[src/rtl/lbg_pkg.sv]
// ----------------------------------------------------------------------------
// lbg_pkg: latency bar graph shared types and constants
// Transfer structs, operation codes, register indexes and palette colours.
// ----------------------------------------------------------------------------
package lbg_pkg;

    // default geometry
    localparam int GRAPH_WIDTH_DEF  = 48;
    localparam int GRAPH_HEIGHT_DEF = 48;

    // operation codes
    localparam logic [1:0] OP_RECORD = 2'd0;
    localparam logic [1:0] OP_DRAW   = 2'd1;
    localparam logic [1:0] OP_CLEAR  = 2'd2;

    // configuration register indexes
    localparam logic CFG_SCALE_MIN = 1'b0;
    localparam logic CFG_SCALE_MAX = 1'b1;

    // configuration reset values
    localparam logic [8:0] SCALE_MIN_RST = 9'd0;
    localparam logic [8:0] SCALE_MAX_RST = 9'd200;

    // palette colours
    localparam logic [7:0] COLOR_NORMAL = 8'hD5;
    localparam logic [7:0] COLOR_WARN   = 8'hDC;
    localparam logic [7:0] COLOR_CRIT   = 8'hF2;

    // saturated round trip
    localparam logic [29:0] RTT_MAX = 30'h3FFF_FFFF;

    typedef struct packed {
        logic [1:0]  opcode;
        logic [31:0] sent_time;
        logic [31:0] received_time;
        logic        command_valid;
        logic [7:0]  dropped_count;
        logic        suppressed;
    } t_in_item;

    typedef struct packed {
        logic [5:0] column;
        logic [5:0] bar_height;
        logic [7:0] color_index;
        logic       last;
    } t_out_item;

endpackage

[src/rtl/latency_bar_graph_unit.sv]
// ----------------------------------------------------------------------------
// latency_bar_graph_unit: round-trip sample ring and bar graph generator
// Keeps the latest samples in a ring, tagged normal, warn or critical, and
// turns them into scaled bars, newest first, on a draw.
// ----------------------------------------------------------------------------
//  channel   direction  handshake                  payload
//  in        input      i_in_valid / o_in_ready    i_in_item  (t_in_item)
//  out       output     o_out_valid / i_out_ready  o_out_item (t_out_item)
//  cfg       input      i_cfg_we (no wait)         i_cfg_index, i_cfg_data
//
//  record: the item is taken, then dropped_count critical copies and the sample
//  go to the ring, one ring write port write per cycle. clear and ignored items
//  write nothing. draw: per bar, the registered ring read, then the shared
//  restoring divider, one quotient bit a cycle, unless at floor or full scale.
//  reset clears the state, write slot, fill count and output valid; ring data is
//  left as is. a stalled output holds the sequencer before the next bar only.
// ----------------------------------------------------------------------------
module latency_bar_graph_unit
    import lbg_pkg::*;
#(
    parameter int GRAPH_WIDTH  = GRAPH_WIDTH_DEF,
    parameter int GRAPH_HEIGHT = GRAPH_HEIGHT_DEF
) (
    input  logic      i_clk,
    input  logic      i_rst_n,
    input  logic      i_in_valid,
    output logic      o_in_ready,
    input  t_in_item  i_in_item,
    output logic      o_out_valid,
    input  logic      i_out_ready,
    output t_out_item o_out_item,
    input  logic      i_cfg_we,
    input  logic      i_cfg_index,
    input  logic [8:0] i_cfg_data
);

    localparam int PW        = $clog2(GRAPH_WIDTH);
    localparam int CW        = $clog2(GRAPH_WIDTH + 1);
    localparam int QW        = $clog2(GRAPH_HEIGHT + 1);
    localparam int SW        = $clog2(QW);
    localparam int PROD_W    = 9 + QW;
    localparam int SCALE_LIM = GRAPH_HEIGHT * 10;

    typedef enum logic [2:0] {
        S_IDLE,
        S_REC,
        S_RD,
        S_PREP,
        S_DIV,
        S_EMIT
    } t_state;

    t_state        r_state;
    logic [8:0]    r_scale_min;
    logic [8:0]    r_scale_max;
    logic [PW-1:0] r_wr_slot;
    logic [CW-1:0] r_count;
    logic [29:0]   r_rtt;
    logic [7:0]    r_drops;
    logic          r_supp;
    logic [PW-1:0] r_rd_ptr;
    logic [CW-1:0] r_left;
    logic [5:0]    r_col;
    logic [31:0]   r_rd_data;
    logic [31:0]   r_ring [GRAPH_WIDTH];
    logic [8:0]    r_rem;
    logic [QW-1:0] r_num_lo;
    logic [QW-1:0] r_quo;
    logic [SW-1:0] r_step;
    logic [7:0]    r_color;
    logic          r_out_valid;
    t_out_item     r_out_item;

    // scale limits and range
    logic [8:0]  vmin;
    logic [8:0]  vmax;
    logic        range_ok;
    logic [8:0]  range_w;

    assign vmin     = (int'(r_scale_min) > SCALE_LIM) ? 9'(SCALE_LIM) : r_scale_min;
    assign vmax     = (int'(r_scale_max) > SCALE_LIM) ? 9'(SCALE_LIM) : r_scale_max;
    assign range_ok = vmax > vmin;
    assign range_w  = vmax - vmin;

    // record item checks
    logic [31:0] rtt_full;
    logic        rec_ok;
    logic [29:0] rtt_sat;

    assign rtt_full = i_in_item.received_time - i_in_item.sent_time;
    assign rec_ok   = i_in_item.command_valid &&
                      (i_in_item.received_time >= i_in_item.sent_time);
    assign rtt_sat  = (rtt_full[31:30] != 2'b00) ? RTT_MAX : rtt_full[29:0];

    // ring write port
    logic        wr_en;
    logic [31:0] wr_data;

    assign wr_en   = (r_state == S_REC);
    assign wr_data = (r_drops != 8'd0) ? {2'b10, r_rtt} : {1'b0, r_supp, r_rtt};

    // bar preparation from the ring entry
    logic [29:0]       samp;
    logic [29:0]       diff;
    logic              at_floor;
    logic              at_full;
    logic [PROD_W-1:0] prod;
    logic [7:0]        color;

    assign samp     = r_rd_data[29:0];
    assign diff     = samp - 30'(vmin);
    assign at_floor = samp <= 30'(vmin);
    assign at_full  = diff >= 30'(range_w);
    assign prod     = PROD_W'(diff[8:0]) * PROD_W'(GRAPH_HEIGHT);
    assign color    = r_rd_data[31] ? COLOR_CRIT :
                      r_rd_data[30] ? COLOR_WARN : COLOR_NORMAL;

    // one restoring divide step
    logic [9:0] trial;
    logic [9:0] trial_sub;
    logic       q_bit;

    assign trial     = {r_rem, r_num_lo[QW-1]};
    assign trial_sub = trial - {1'b0, range_w};
    assign q_bit     = trial >= {1'b0, range_w};

    // handshakes
    logic in_xfer;
    logic out_free;

    assign o_in_ready = (r_state == S_IDLE);
    assign in_xfer    = i_in_valid && o_in_ready;
    assign out_free   = !r_out_valid || i_out_ready;
    assign o_out_valid = r_out_valid;
    assign o_out_item  = r_out_item;

    // ring memory
    always_ff @(posedge i_clk) begin
        if (wr_en) begin
            r_ring[r_wr_slot] <= wr_data;
        end
        r_rd_data <= r_ring[r_rd_ptr];
    end

    // sequencer, configuration and output register
    always_ff @(posedge i_clk) begin
        if (!i_rst_n) begin
            r_state     <= S_IDLE;
            r_scale_min <= SCALE_MIN_RST;
            r_scale_max <= SCALE_MAX_RST;
            r_wr_slot   <= '0;
            r_count     <= '0;
            r_out_valid <= 1'b0;
        end else begin
            // configuration writes
            if (i_cfg_we) begin
                unique case (i_cfg_index)
                    CFG_SCALE_MIN: r_scale_min <= i_cfg_data;
                    CFG_SCALE_MAX: r_scale_max <= i_cfg_data;
                    default: ;
                endcase
            end

            // output transfer drains the register, the emit arm reloads it
            if (r_out_valid && i_out_ready && (r_state != S_EMIT)) begin
                r_out_valid <= 1'b0;
            end

            unique case (r_state)
                S_IDLE: begin
                    if (in_xfer) begin
                        case (i_in_item.opcode)
                            OP_RECORD: begin
                                if (rec_ok) begin
                                    r_rtt   <= rtt_sat;
                                    r_drops <= i_in_item.dropped_count;
                                    r_supp  <= i_in_item.suppressed;
                                    r_state <= S_REC;
                                end
                            end
                            OP_CLEAR: begin
                                r_wr_slot <= '0;
                                r_count   <= '0;
                            end
                            OP_DRAW: begin
                                if (range_ok && (r_count != '0)) begin
                                    r_rd_ptr <= (r_wr_slot == '0) ?
                                                PW'(GRAPH_WIDTH - 1) : r_wr_slot - 1'b1;
                                    r_left   <= r_count;
                                    r_col    <= 6'(GRAPH_WIDTH - 1);
                                    r_state  <= S_RD;
                                end
                            end
                            default: ;
                        endcase
                    end
                end

                // one ring write per cycle: critical copies, then the sample
                S_REC: begin
                    r_wr_slot <= (r_wr_slot == PW'(GRAPH_WIDTH - 1)) ?
                                 '0 : r_wr_slot + 1'b1;
                    if (r_count != CW'(GRAPH_WIDTH)) begin
                        r_count <= r_count + 1'b1;
                    end
                    if (r_drops == 8'd0) begin
                        r_state <= S_IDLE;
                    end else begin
                        r_drops <= r_drops - 1'b1;
                    end
                end

                // registered ring read in flight
                S_RD: begin
                    r_state <= S_PREP;
                end

                // classify the sample and load the divider
                S_PREP: begin
                    r_color  <= color;
                    r_rem    <= prod[PROD_W-1:QW];
                    r_num_lo <= prod[QW-1:0];
                    r_step   <= SW'(QW - 1);
                    if (at_floor) begin
                        r_quo   <= '0;
                        r_state <= S_EMIT;
                    end else if (at_full) begin
                        r_quo   <= QW'(GRAPH_HEIGHT);
                        r_state <= S_EMIT;
                    end else begin
                        r_quo   <= '0;
                        r_state <= S_DIV;
                    end
                end

                // one quotient bit per cycle
                S_DIV: begin
                    r_rem    <= q_bit ? trial_sub[8:0] : trial[8:0];
                    r_quo    <= {r_quo[QW-2:0], q_bit};
                    r_num_lo <= r_num_lo << 1;
                    r_step   <= r_step - 1'b1;
                    if (r_step == '0) begin
                        r_state <= S_EMIT;
                    end
                end

                // hand the bar to the output register
                S_EMIT: begin
                    if (out_free) begin
                        r_out_valid            <= 1'b1;
                        r_out_item.column      <= r_col;
                        r_out_item.bar_height  <= 6'(r_quo);
                        r_out_item.color_index <= r_color;
                        r_out_item.last        <= (r_left == CW'(1));
                        r_left <= r_left - 1'b1;
                        r_col  <= r_col - 1'b1;
                        if (r_left == CW'(1)) begin
                            r_state <= S_IDLE;
                        end else begin
                            r_rd_ptr <= (r_rd_ptr == '0) ?
                                        PW'(GRAPH_WIDTH - 1) : r_rd_ptr - 1'b1;
                            r_state  <= S_RD;
                        end
                    end
                end

                default: r_state <= S_IDLE;
            endcase
        end
    end

    // fill count never passes the ring depth
    assert property (@(posedge i_clk) disable iff (!i_rst_n)
        r_count <= CW'(GRAPH_WIDTH))
        else $error("fill count above ring depth");

    // write slot stays inside the ring
    assert property (@(posedge i_clk) disable iff (!i_rst_n)
        int'(r_wr_slot) < GRAPH_WIDTH)
        else $error("write slot outside ring");

    // divider remainder stays below the range
    assert property (@(posedge i_clk) disable iff (!i_rst_n)
        (r_state == S_DIV) |-> (r_rem < range_w))
        else $error("divider remainder not below range");

    // a draw only walks a non-empty ring
    assert property (@(posedge i_clk) disable iff (!i_rst_n)
        (r_state == S_RD) |-> ((r_left != '0) && (r_left <= r_count)))
        else $error("draw walking beyond stored samples");

    // a record write leaves at least one stored sample
    assert property (@(posedge i_clk) disable iff (!i_rst_n)
        (r_state == S_REC) |=> (r_count != '0))
        else $error("ring write without fill count");

endmodule
[config.mk]
export PLATFORM = sky130hd
export DESIGN_NAME = latency_bar_graph_unit
export DESIGN_NICKNAME = d
export VERILOG_FILES = /design/src/rtl/lbg_pkg.sv /design/src/rtl/latency_bar_graph_unit.sv
export SDC_FILE = /design/constraint.sdc
export NUM_CORES = 2
export LEC_CHECK = 0
export BUFFER_PORTS_ARGS = -buffer_cell sky130_fd_sc_hd__buf_2
export CAP_MARGIN = 30
export CORE_MARGIN = 5
export CORE_UTILIZATION = 55
export CTS_BUF_LIST = sky130_fd_sc_hd__clkbuf_8
export DETAILED_ROUTE_END_ITERATION = 7
export PLACE_DENSITY = 0.82
export REMOVE_ABC_BUFFERS = 1
export SETUP_SLACK_MARGIN = 0.4
export SYNTH_ARGS = -nofsm -noshare
export SYNTH_HDL_FRONTEND = slang
export SYNTH_SLANG_ARGS = --single-unit
[constraint.sdc]
create_clock -name i_clk -period 6 [get_ports i_clk]
set_input_delay 0.6 -clock i_clk [delete_from_list [all_inputs] [get_ports i_clk]]
set_output_delay 0.6 -clock i_clk [all_outputs]
set_load 0.03 [all_outputs]
; ---- Word level (Yosys, flattened, before mapping)
; Memories as Yosys holds them, arrays and structs flattened. A register that Yosys moved wholly into a read port is not among the register bits.
; Cells that the tools add are included.
[totals]
ff_bits = 144
ramBits = 1536
input_bits = 91
output_inout_bits = 23
wordCells = 156
n_memories = 1
[mem_list]
columns = memory, depth, word_bits, read_ports, rd_ports_with_merged_regs, write_ports, line
row1 = r_ring, 48, 32, 1, 1, 1, latency_bar_graph_unit.sv:65  ; logic [31:0] r_ring [GRAPH_WIDTH];
[classes]
n_addsub = 12
multipliers = 1
order_cmp = 7
eq_ne = 26
n_mux = 56
bitwise = 1
reduce_logical = 31
[ops]
columns = cell, count
row1 = 6-bit two-way mux, 21
row2 = 6-bit one-hot mux with 2 select lines, 7
row3 = 32-bit >= comparator, 1
row4 = 32-bit two-way mux, 1
row5 = 8-bit two-way mux, 4
row6 = 32-bit subtractor, 1
row7 = 30-bit by 9-bit >= comparator with 1-bit output, 1
row8 = 30-bit by 9-bit less-or-equal comparator with 1-bit output, 1
row9 = 30-bit by 9-bit subtractor with 30-bit output, 1
row10 = 9-bit two-way mux, 3
row11 = "6-bit by 1-bit subtractor with 6-bit output, second input constant", 4
row12 = "9-bit > comparator, second input constant", 2
row13 = 3-bit two-way mux, 6
row14 = 3-bit one-hot mux with 6 select lines, 1
row15 = 9-bit one-hot mux with 2 select lines, 1
row16 = 9-bit subtractor, 2
row17 = "2-bit by 1-bit != test with 1-bit output, second input constant", 8
row18 = 8-bit one-hot mux with 2 select lines, 1
row19 = 7-bit AND reduction, 2
row20 = "6-bit by 1-bit adder with 6-bit output, second input constant", 2
row21 = 6-bit logical NOT, 2
row22 = 3-bit one-hot mux with 2 select lines, 2
row23 = 6-bit AND reduction, 2
row24 = "9-bit by 2-bit multiplier with 11-bit output, second input constant", 1
row25 = other kinds (32), 57

; ---- Longest topological paths before layout
[depth]
depth_word = 8
depth_mapped = 22
depth_no_buf = 21

; ---- Least setup slack after synthesis
; Ideal clock, no wire load.
[synth_timing]
kind = register to register
startpoint = reg r_scale_min[5]
endpoint = reg r_rem[7] (data pin)
arrival_ns = 4.003
required_ns = 5.732
path_slack_ns = 1.728
stages_incl_launch_ff = 22
path_buffers = 2
synth_period_minus_slack_ns = 4.272
cell_sequence = dfxtp_1 -> buf_2 -> nand4_1 -> and2_1 -> ha_1 -> fa_1 -> nor2b_1 -> o21ai_0 -> nand2b_1 -> a21oi_1 -> nor2_1 -> nor2_1 -> a21oi_1 -> xnor2_1 -> ha_1 -> nand4_1 -> nor2_1 -> a211oi_1 -> and2_0 -> clkbuf_1 -> mux2i_1 -> mux2i_1
[synth_between]
elab_chain_len = 6
word_cells_on_any_way = 9
cone_classes = add/sub: 3 / mul: 1 / order compare: 2 / mux: 3
[synth_lines]
columns = item, line
row1 = from (decl), latency_bar_graph_unit.sv:54  ; logic [8:0] r_scale_min;
row2 = from (signal assigned), latency_bar_graph_unit.sv:158  ; CFG_SCALE_MIN: r_scale_min <= i_cfg_data;
row3 = 9-bit > comparator, latency_bar_graph_unit.sv:80  ; assign vmin = (int'(r_scale_min) > SCALE_LIM) ? 9'(SCALE_LIM) : r_scale_min;
row4 = 9-bit two-way mux *, latency_bar_graph_unit.sv:80
row5 = "parallel branches: the longest is 3 deep, another holds 30-bit by 9-bit subtractor with 30-bit output", -
row6 = 9-bit one-hot mux with 2 select lines *, latency_bar_graph_unit.sv:169  ; unique case (r_state)
row7 = to (signal assigned), latency_bar_graph_unit.sv:221  ; r_rem <= prod[PROD_W-1:QW];
row8 = to (signal assigned), latency_bar_graph_unit.sv:238  ; r_rem <= q_bit ? trial_sub[8:0] : trial[8:0];
row9 = to (decl), latency_bar_graph_unit.sv:66  ; logic [8:0] r_rem;
; Every way passes the cells marked *.
; A chain may end at the register's enable or synchronous reset.

; ---- Worst setup path after layout
[layout_timing]
startpoint = reg r_scale_min[5]
endpoint = reg r_quo[4] (data pin)
[layout_between]
elab_chain_len = 7
word_cells_on_any_way = 9
cone_classes = add/sub: 2 / order compare: 3 / mux: 4
[layout_lines]
columns = item, line
row1 = 9-bit > comparator, latency_bar_graph_unit.sv:80
row2 = 9-bit two-way mux *, latency_bar_graph_unit.sv:80
row3 = 30-bit by 9-bit subtractor with 30-bit output / 9-bit subtractor (equally long branches), "latency_bar_graph_unit.sv:111, latency_bar_graph_unit.sv:83"
row4 = 30-bit by 9-bit >= comparator with 1-bit output, latency_bar_graph_unit.sv:113  ; assign at_full = diff >= 30'(range_w);
row5 = 6-bit two-way mux, latency_bar_graph_unit.sv:227  ; end else if (at_full) begin
row6 = 6-bit two-way mux *, latency_bar_graph_unit.sv:224  ; if (at_floor) begin
row7 = 6-bit one-hot mux with 2 select lines *, latency_bar_graph_unit.sv:169
row8 = to (signal assigned), latency_bar_graph_unit.sv:228  ; r_quo <= QW'(GRAPH_HEIGHT);
row9 = to (signal assigned), latency_bar_graph_unit.sv:239  ; r_quo <= {r_quo[QW-2:0], q_bit};
row10 = to (decl), latency_bar_graph_unit.sv:68  ; logic [QW-1:0] r_quo;
; Mark *: on every way between the ends. The rest lies on a longest branch, timed or not.

==> flow_metrics.env <==
export IMPL_synthAdderAreaFrac_pct=1.80
export IMPL_synth_simple_area_share_pct=3.39
export IMPL_wire_per_inst_um=28.8
export IMPL_fin_skew_ns=0.0758
export IMPL_finalSetupViolCount=0
export IMPL_holdWs_ns=0.108
export IMPL_path_cells="buf_4 > nand4_1 > and2_1 > ha_1 > fa_1 > nand2b_1 > a21oi_1 > a211oi_1 > xnor2_1 > ha_1 > a21oi_1 > and3_1 > nand3_1 > a211oi_1 > nand4_1 > a2111oi_2 > nand4_1 > nor3_1 > o21ai_1"
export IMPL_grt_pass1_wl_mm=238
export IMPL_synth_top_family_by_area="multiplexers"
export IMPL_synth_area_um2=68600
export IMPL_ctsRootBufferMaster="clkbuf_8"
export IMPL_drive_gt1_share_pct=27.6
export IMPL_final_hold_viol_count=0
export IMPL_synth_top_cell_area_share_pct=71.5
export IMPL_die_area_um2=132000
export IMPL_die_width_um=363
export IMPL_fin_ws_ns=1.08
export IMPL_antenna_found_initial=8
export IMPL_crit_required_ns=6.64
export IMPL_cts_tree="done"
export IMPL_synth_xor_area_share_pct=1.01
export IMPL_slew_headroom_pct=31.0
export IMPL_synth_mux_area_share_pct=16.2
export IMPL_placed_area_um2=72100
export IMPL_ctsHtreeMaxLevel=5
export IMPL_clockBufferDepth=4
export IMPL_layout_area_seq_um2=50400
export IMPL_period_needed_ns=4.92
export IMPL_async_flop_share_pct=0
export IMPL_slowest_stage="fa_1"
export IMPL_power_frac_comb_pct=4.1
export IMPL_grt_pass1_vias=36640
export IMPL_worst_pin_slew_ns=1.03
export IMPL_synth_avg_cell_area_um2=19.9
export IMPL_fin_crit_sh_pct=82.0
export IMPL_cts_buffers=282
export IMPL_grt_setup_unrepaired="no"
export IMPL_power_density_nw_per_um2=295
export IMPL_switching_share_pct=21.7
export IMPL_synth_main_ff_cell="edfxtp_1"
export IMPL_dpl_hpwl_mm=95.6
export IMPL_clockPowerShare_pct=38.9
export IMPL_multi_input_comb_area_um2=17700
export IMPL_ys_seq_area_share_pct=73.4
export IMPL_finish_utilization_pct=62.2
export IMPL_synth_common_cells="1634 x edfxtp_1, 473 x mux4_2, 176 x nand2_1, 154 x nor2_1, 112 x clkbuf_1"
export IMPL_yosysTopAreaCell="edfxtp_1"
export IMPL_critPathKind="reg2reg"
export IMPL_start_kind="flip-flop"
export IMPL_clkLatencyLatePin_ns=0.94
export IMPL_synth_compound_area_share_pct=2.81
export IMPL_switching_power_mw=4.93
export IMPL_via_count=35819
export IMPL_netlist_cell_type_count=71
export IMPL_status="finished, final reports clean"
export IMPL_routed_wl_mm=162
export IMPL_synth_seq_cells=1700
export IMPL_stdcell_area_um2=77100
export IMPL_intPower_mw=17.8
export IMPL_grtUsageTotal_pct=24.8
export IMPL_yosysWarnings=0
export IMPL_synth_enable_flop_cells=1634
export IMPL_nNetsFinal=4002
export IMPL_total_leakage_power_nw=25.3
export IMPL_start_util_pct=55.4
export IMPL_drv_cap=0
export IMPL_ir_drop_uv=165
export IMPL_vias_per_cell=6.34
export IMPL_overflow=0
export IMPL_hp_class="in2reg"
export IMPL_nFillCells=7957
export IMPL_die_h_um=363
export IMPL_io_buffers=110
export IMPL_ioPinCount=114
export IMPL_coreArea_um2=124000
export IMPL_grt_max_degree=156
export IMPL_fin_tns_setup_ns=0
export IMPL_end_kind="flip-flop"
export IMPL_place_ws_ns=1.16
export IMPL_crit_path_max_fanout=12
export IMPL_place_gp_congestion=0.899
export IMPL_cts_resized=0
export IMPL_synth_most_common_cell="edfxtp_1"
export IMPL_critPathMaxStageDelay_ns=0.44
export IMPL_crit_path_frequent_cell="nand4_1"
export IMPL_cts_sinks=1700
export IMPL_crit_arrival_ns=5.56
export IMPL_power_frac_seq_pct=56.9
export IMPL_drv_slew=0
export IMPL_synth_area_top_cells="edfxtp_1 71%, mux4_2 16%, dfxtp_1 1.9%"
export IMPL_clk_pin_slew_ns=0.06
export IMPL_rows=129
export IMPL_drtIter0Drc=4617
export IMPL_synthCells=3449
export IMPL_fmax_ghz=0.203
export IMPL_firstDrtPassIters=6
export IMPL_ant_nets=0
export IMPL_post_route_drc_count=0
export IMPL_syn_to_final_growth_pct=12.3
worst paths after layout:
check / startpoint / endpoint / slack (ns) / cells after the start
worst max-delay path: r_scale_min[5] / r_quo[4] / 1.08 / 19
worst min-delay path: i_cfg_index / r_scale_min[4] / 0.11 / 4
worst max register to register: r_scale_min[5] / r_quo[4] / 1.08 / 19
worst min register to register: r_color[0] / o_out_item[1] / 0.40 / 0
final cells by class:
| cell class | count | area share [%] |
|---|---|---|
| Clock inverter | 181 | 1.03 |
| Multi-Input combinational cell | 1501 | 22.9 |
| Clock buffer | 290 | 5.18 |
| Sequential cell | 1700 | 65.4 |
| Timing Repair Buffer | 249 | 2.41 |
| Tap cell | 1637 | 2.66 |
| Inverter | 83 | 0.404 |
| Antenna cell | 5 | 0.0162 |
power groups by stage:
stage	clock network (mW)	logic (mW)	registers [mW]
finish	8.85	0.941	12.9
global route	9.60	1.03	12.9
CTS	8.99	0.930	12.9
detailed placement	0	0.917	13.2
global placement	0	0.901	13.2
floorplan	0	0.660	13.2
worst max-delay path, delay by kind of cell (launching register included):
kind,cells,cell delay (ns)
DFF,1,0.31
AOI/OAI and AO/OA,6,1.20
buffers and inverters,1,0.19
and+or+nand+nor,8,1.51
xor gates and xnor gates,1,0.44
adders and majority gates,3,1.00
flip-flops by register name (all words and copies together), names as in the netlist:
signal and flops:
r_color 4, r_wr_slot 6, r_step 3, r_count 6, r_col 6, r_left 6
r_ring 1536, r_rtt 30, r_quo 6, o_out_item 17, r_scale_max 9, r_rd_data 32
r_scale_min 9, r_num_lo 2, r_rd_ptr 6, r_drops 8, o_out_valid 1, r_rem 9
r_supp 1, r_state 3
repair_timing:
action / CTS / global route
hold buffers: 18 / 0
hold endpoints to repair: 27 / 0
setup buffers: 0 / 0
metal layers:
metal	routed length (um)	part of all wire [%]	track usage [%]
met1	59800	37	33.6
met4	5310	3.3	8.70
met5	0	0	0
met3	19200	12	6.93
met2	78200	48	39.5
cells in the final DEF (no fill, tap or decap), drive strengths merged, types with 8 or more instances in the layout:
cell | Yosys | final
edfxtp | 1634 | 1634
mux4 | 473 | 473
clkbuf | 112 | 290
buf | 55 | 231
nand2 | 176 | 176
inv | 82 | 170
nor2 | 154 | 154
ha | 89 | 89
o21ai | 88 | 88
clkinv | 1 | 86
a21oi | 76 | 76
dfxtp | 66 | 66
xnor2 | 49 | 49
mux2i | 36 | 36
xor2 | 30 | 30
nand4 | 27 | 27
nor3 | 26 | 26
a21o | 23 | 23
a21boi | 23 | 23
nand3 | 22 | 22
nand2b | 21 | 21
and2 | 20 | 20
dlygate4sd3 | 0 | 18
nor2b | 15 | 15
a22oi | 14 | 14
a211oi | 11 | 11
and3 | 9 | 9
a221oi | 8 | 8
logic make-up after synthesis:
kind of cell | Yosys count
DFF | 1700
muxes | 516
and+or+nand+nor | 504
AOI/OAI and AO/OA | 303
buffers and inverters | 250
adders and majority gates | 96
xor gates and xnor gates | 79
other | 1
per-stage QoR:
| step | cells | total power [mW] |
|---|---|---|
| after floorplan | 3284 | 13.9 |
| after global placement | 5141 | 14.1 |
| after detailed placement | 5150 | 14.1 |
| after CTS | 5639 | 22.8 |
| after global routing | 5642 | 23.6 |
| final | 5646 | 22.7 |
(Power assumes the default switching activity.)
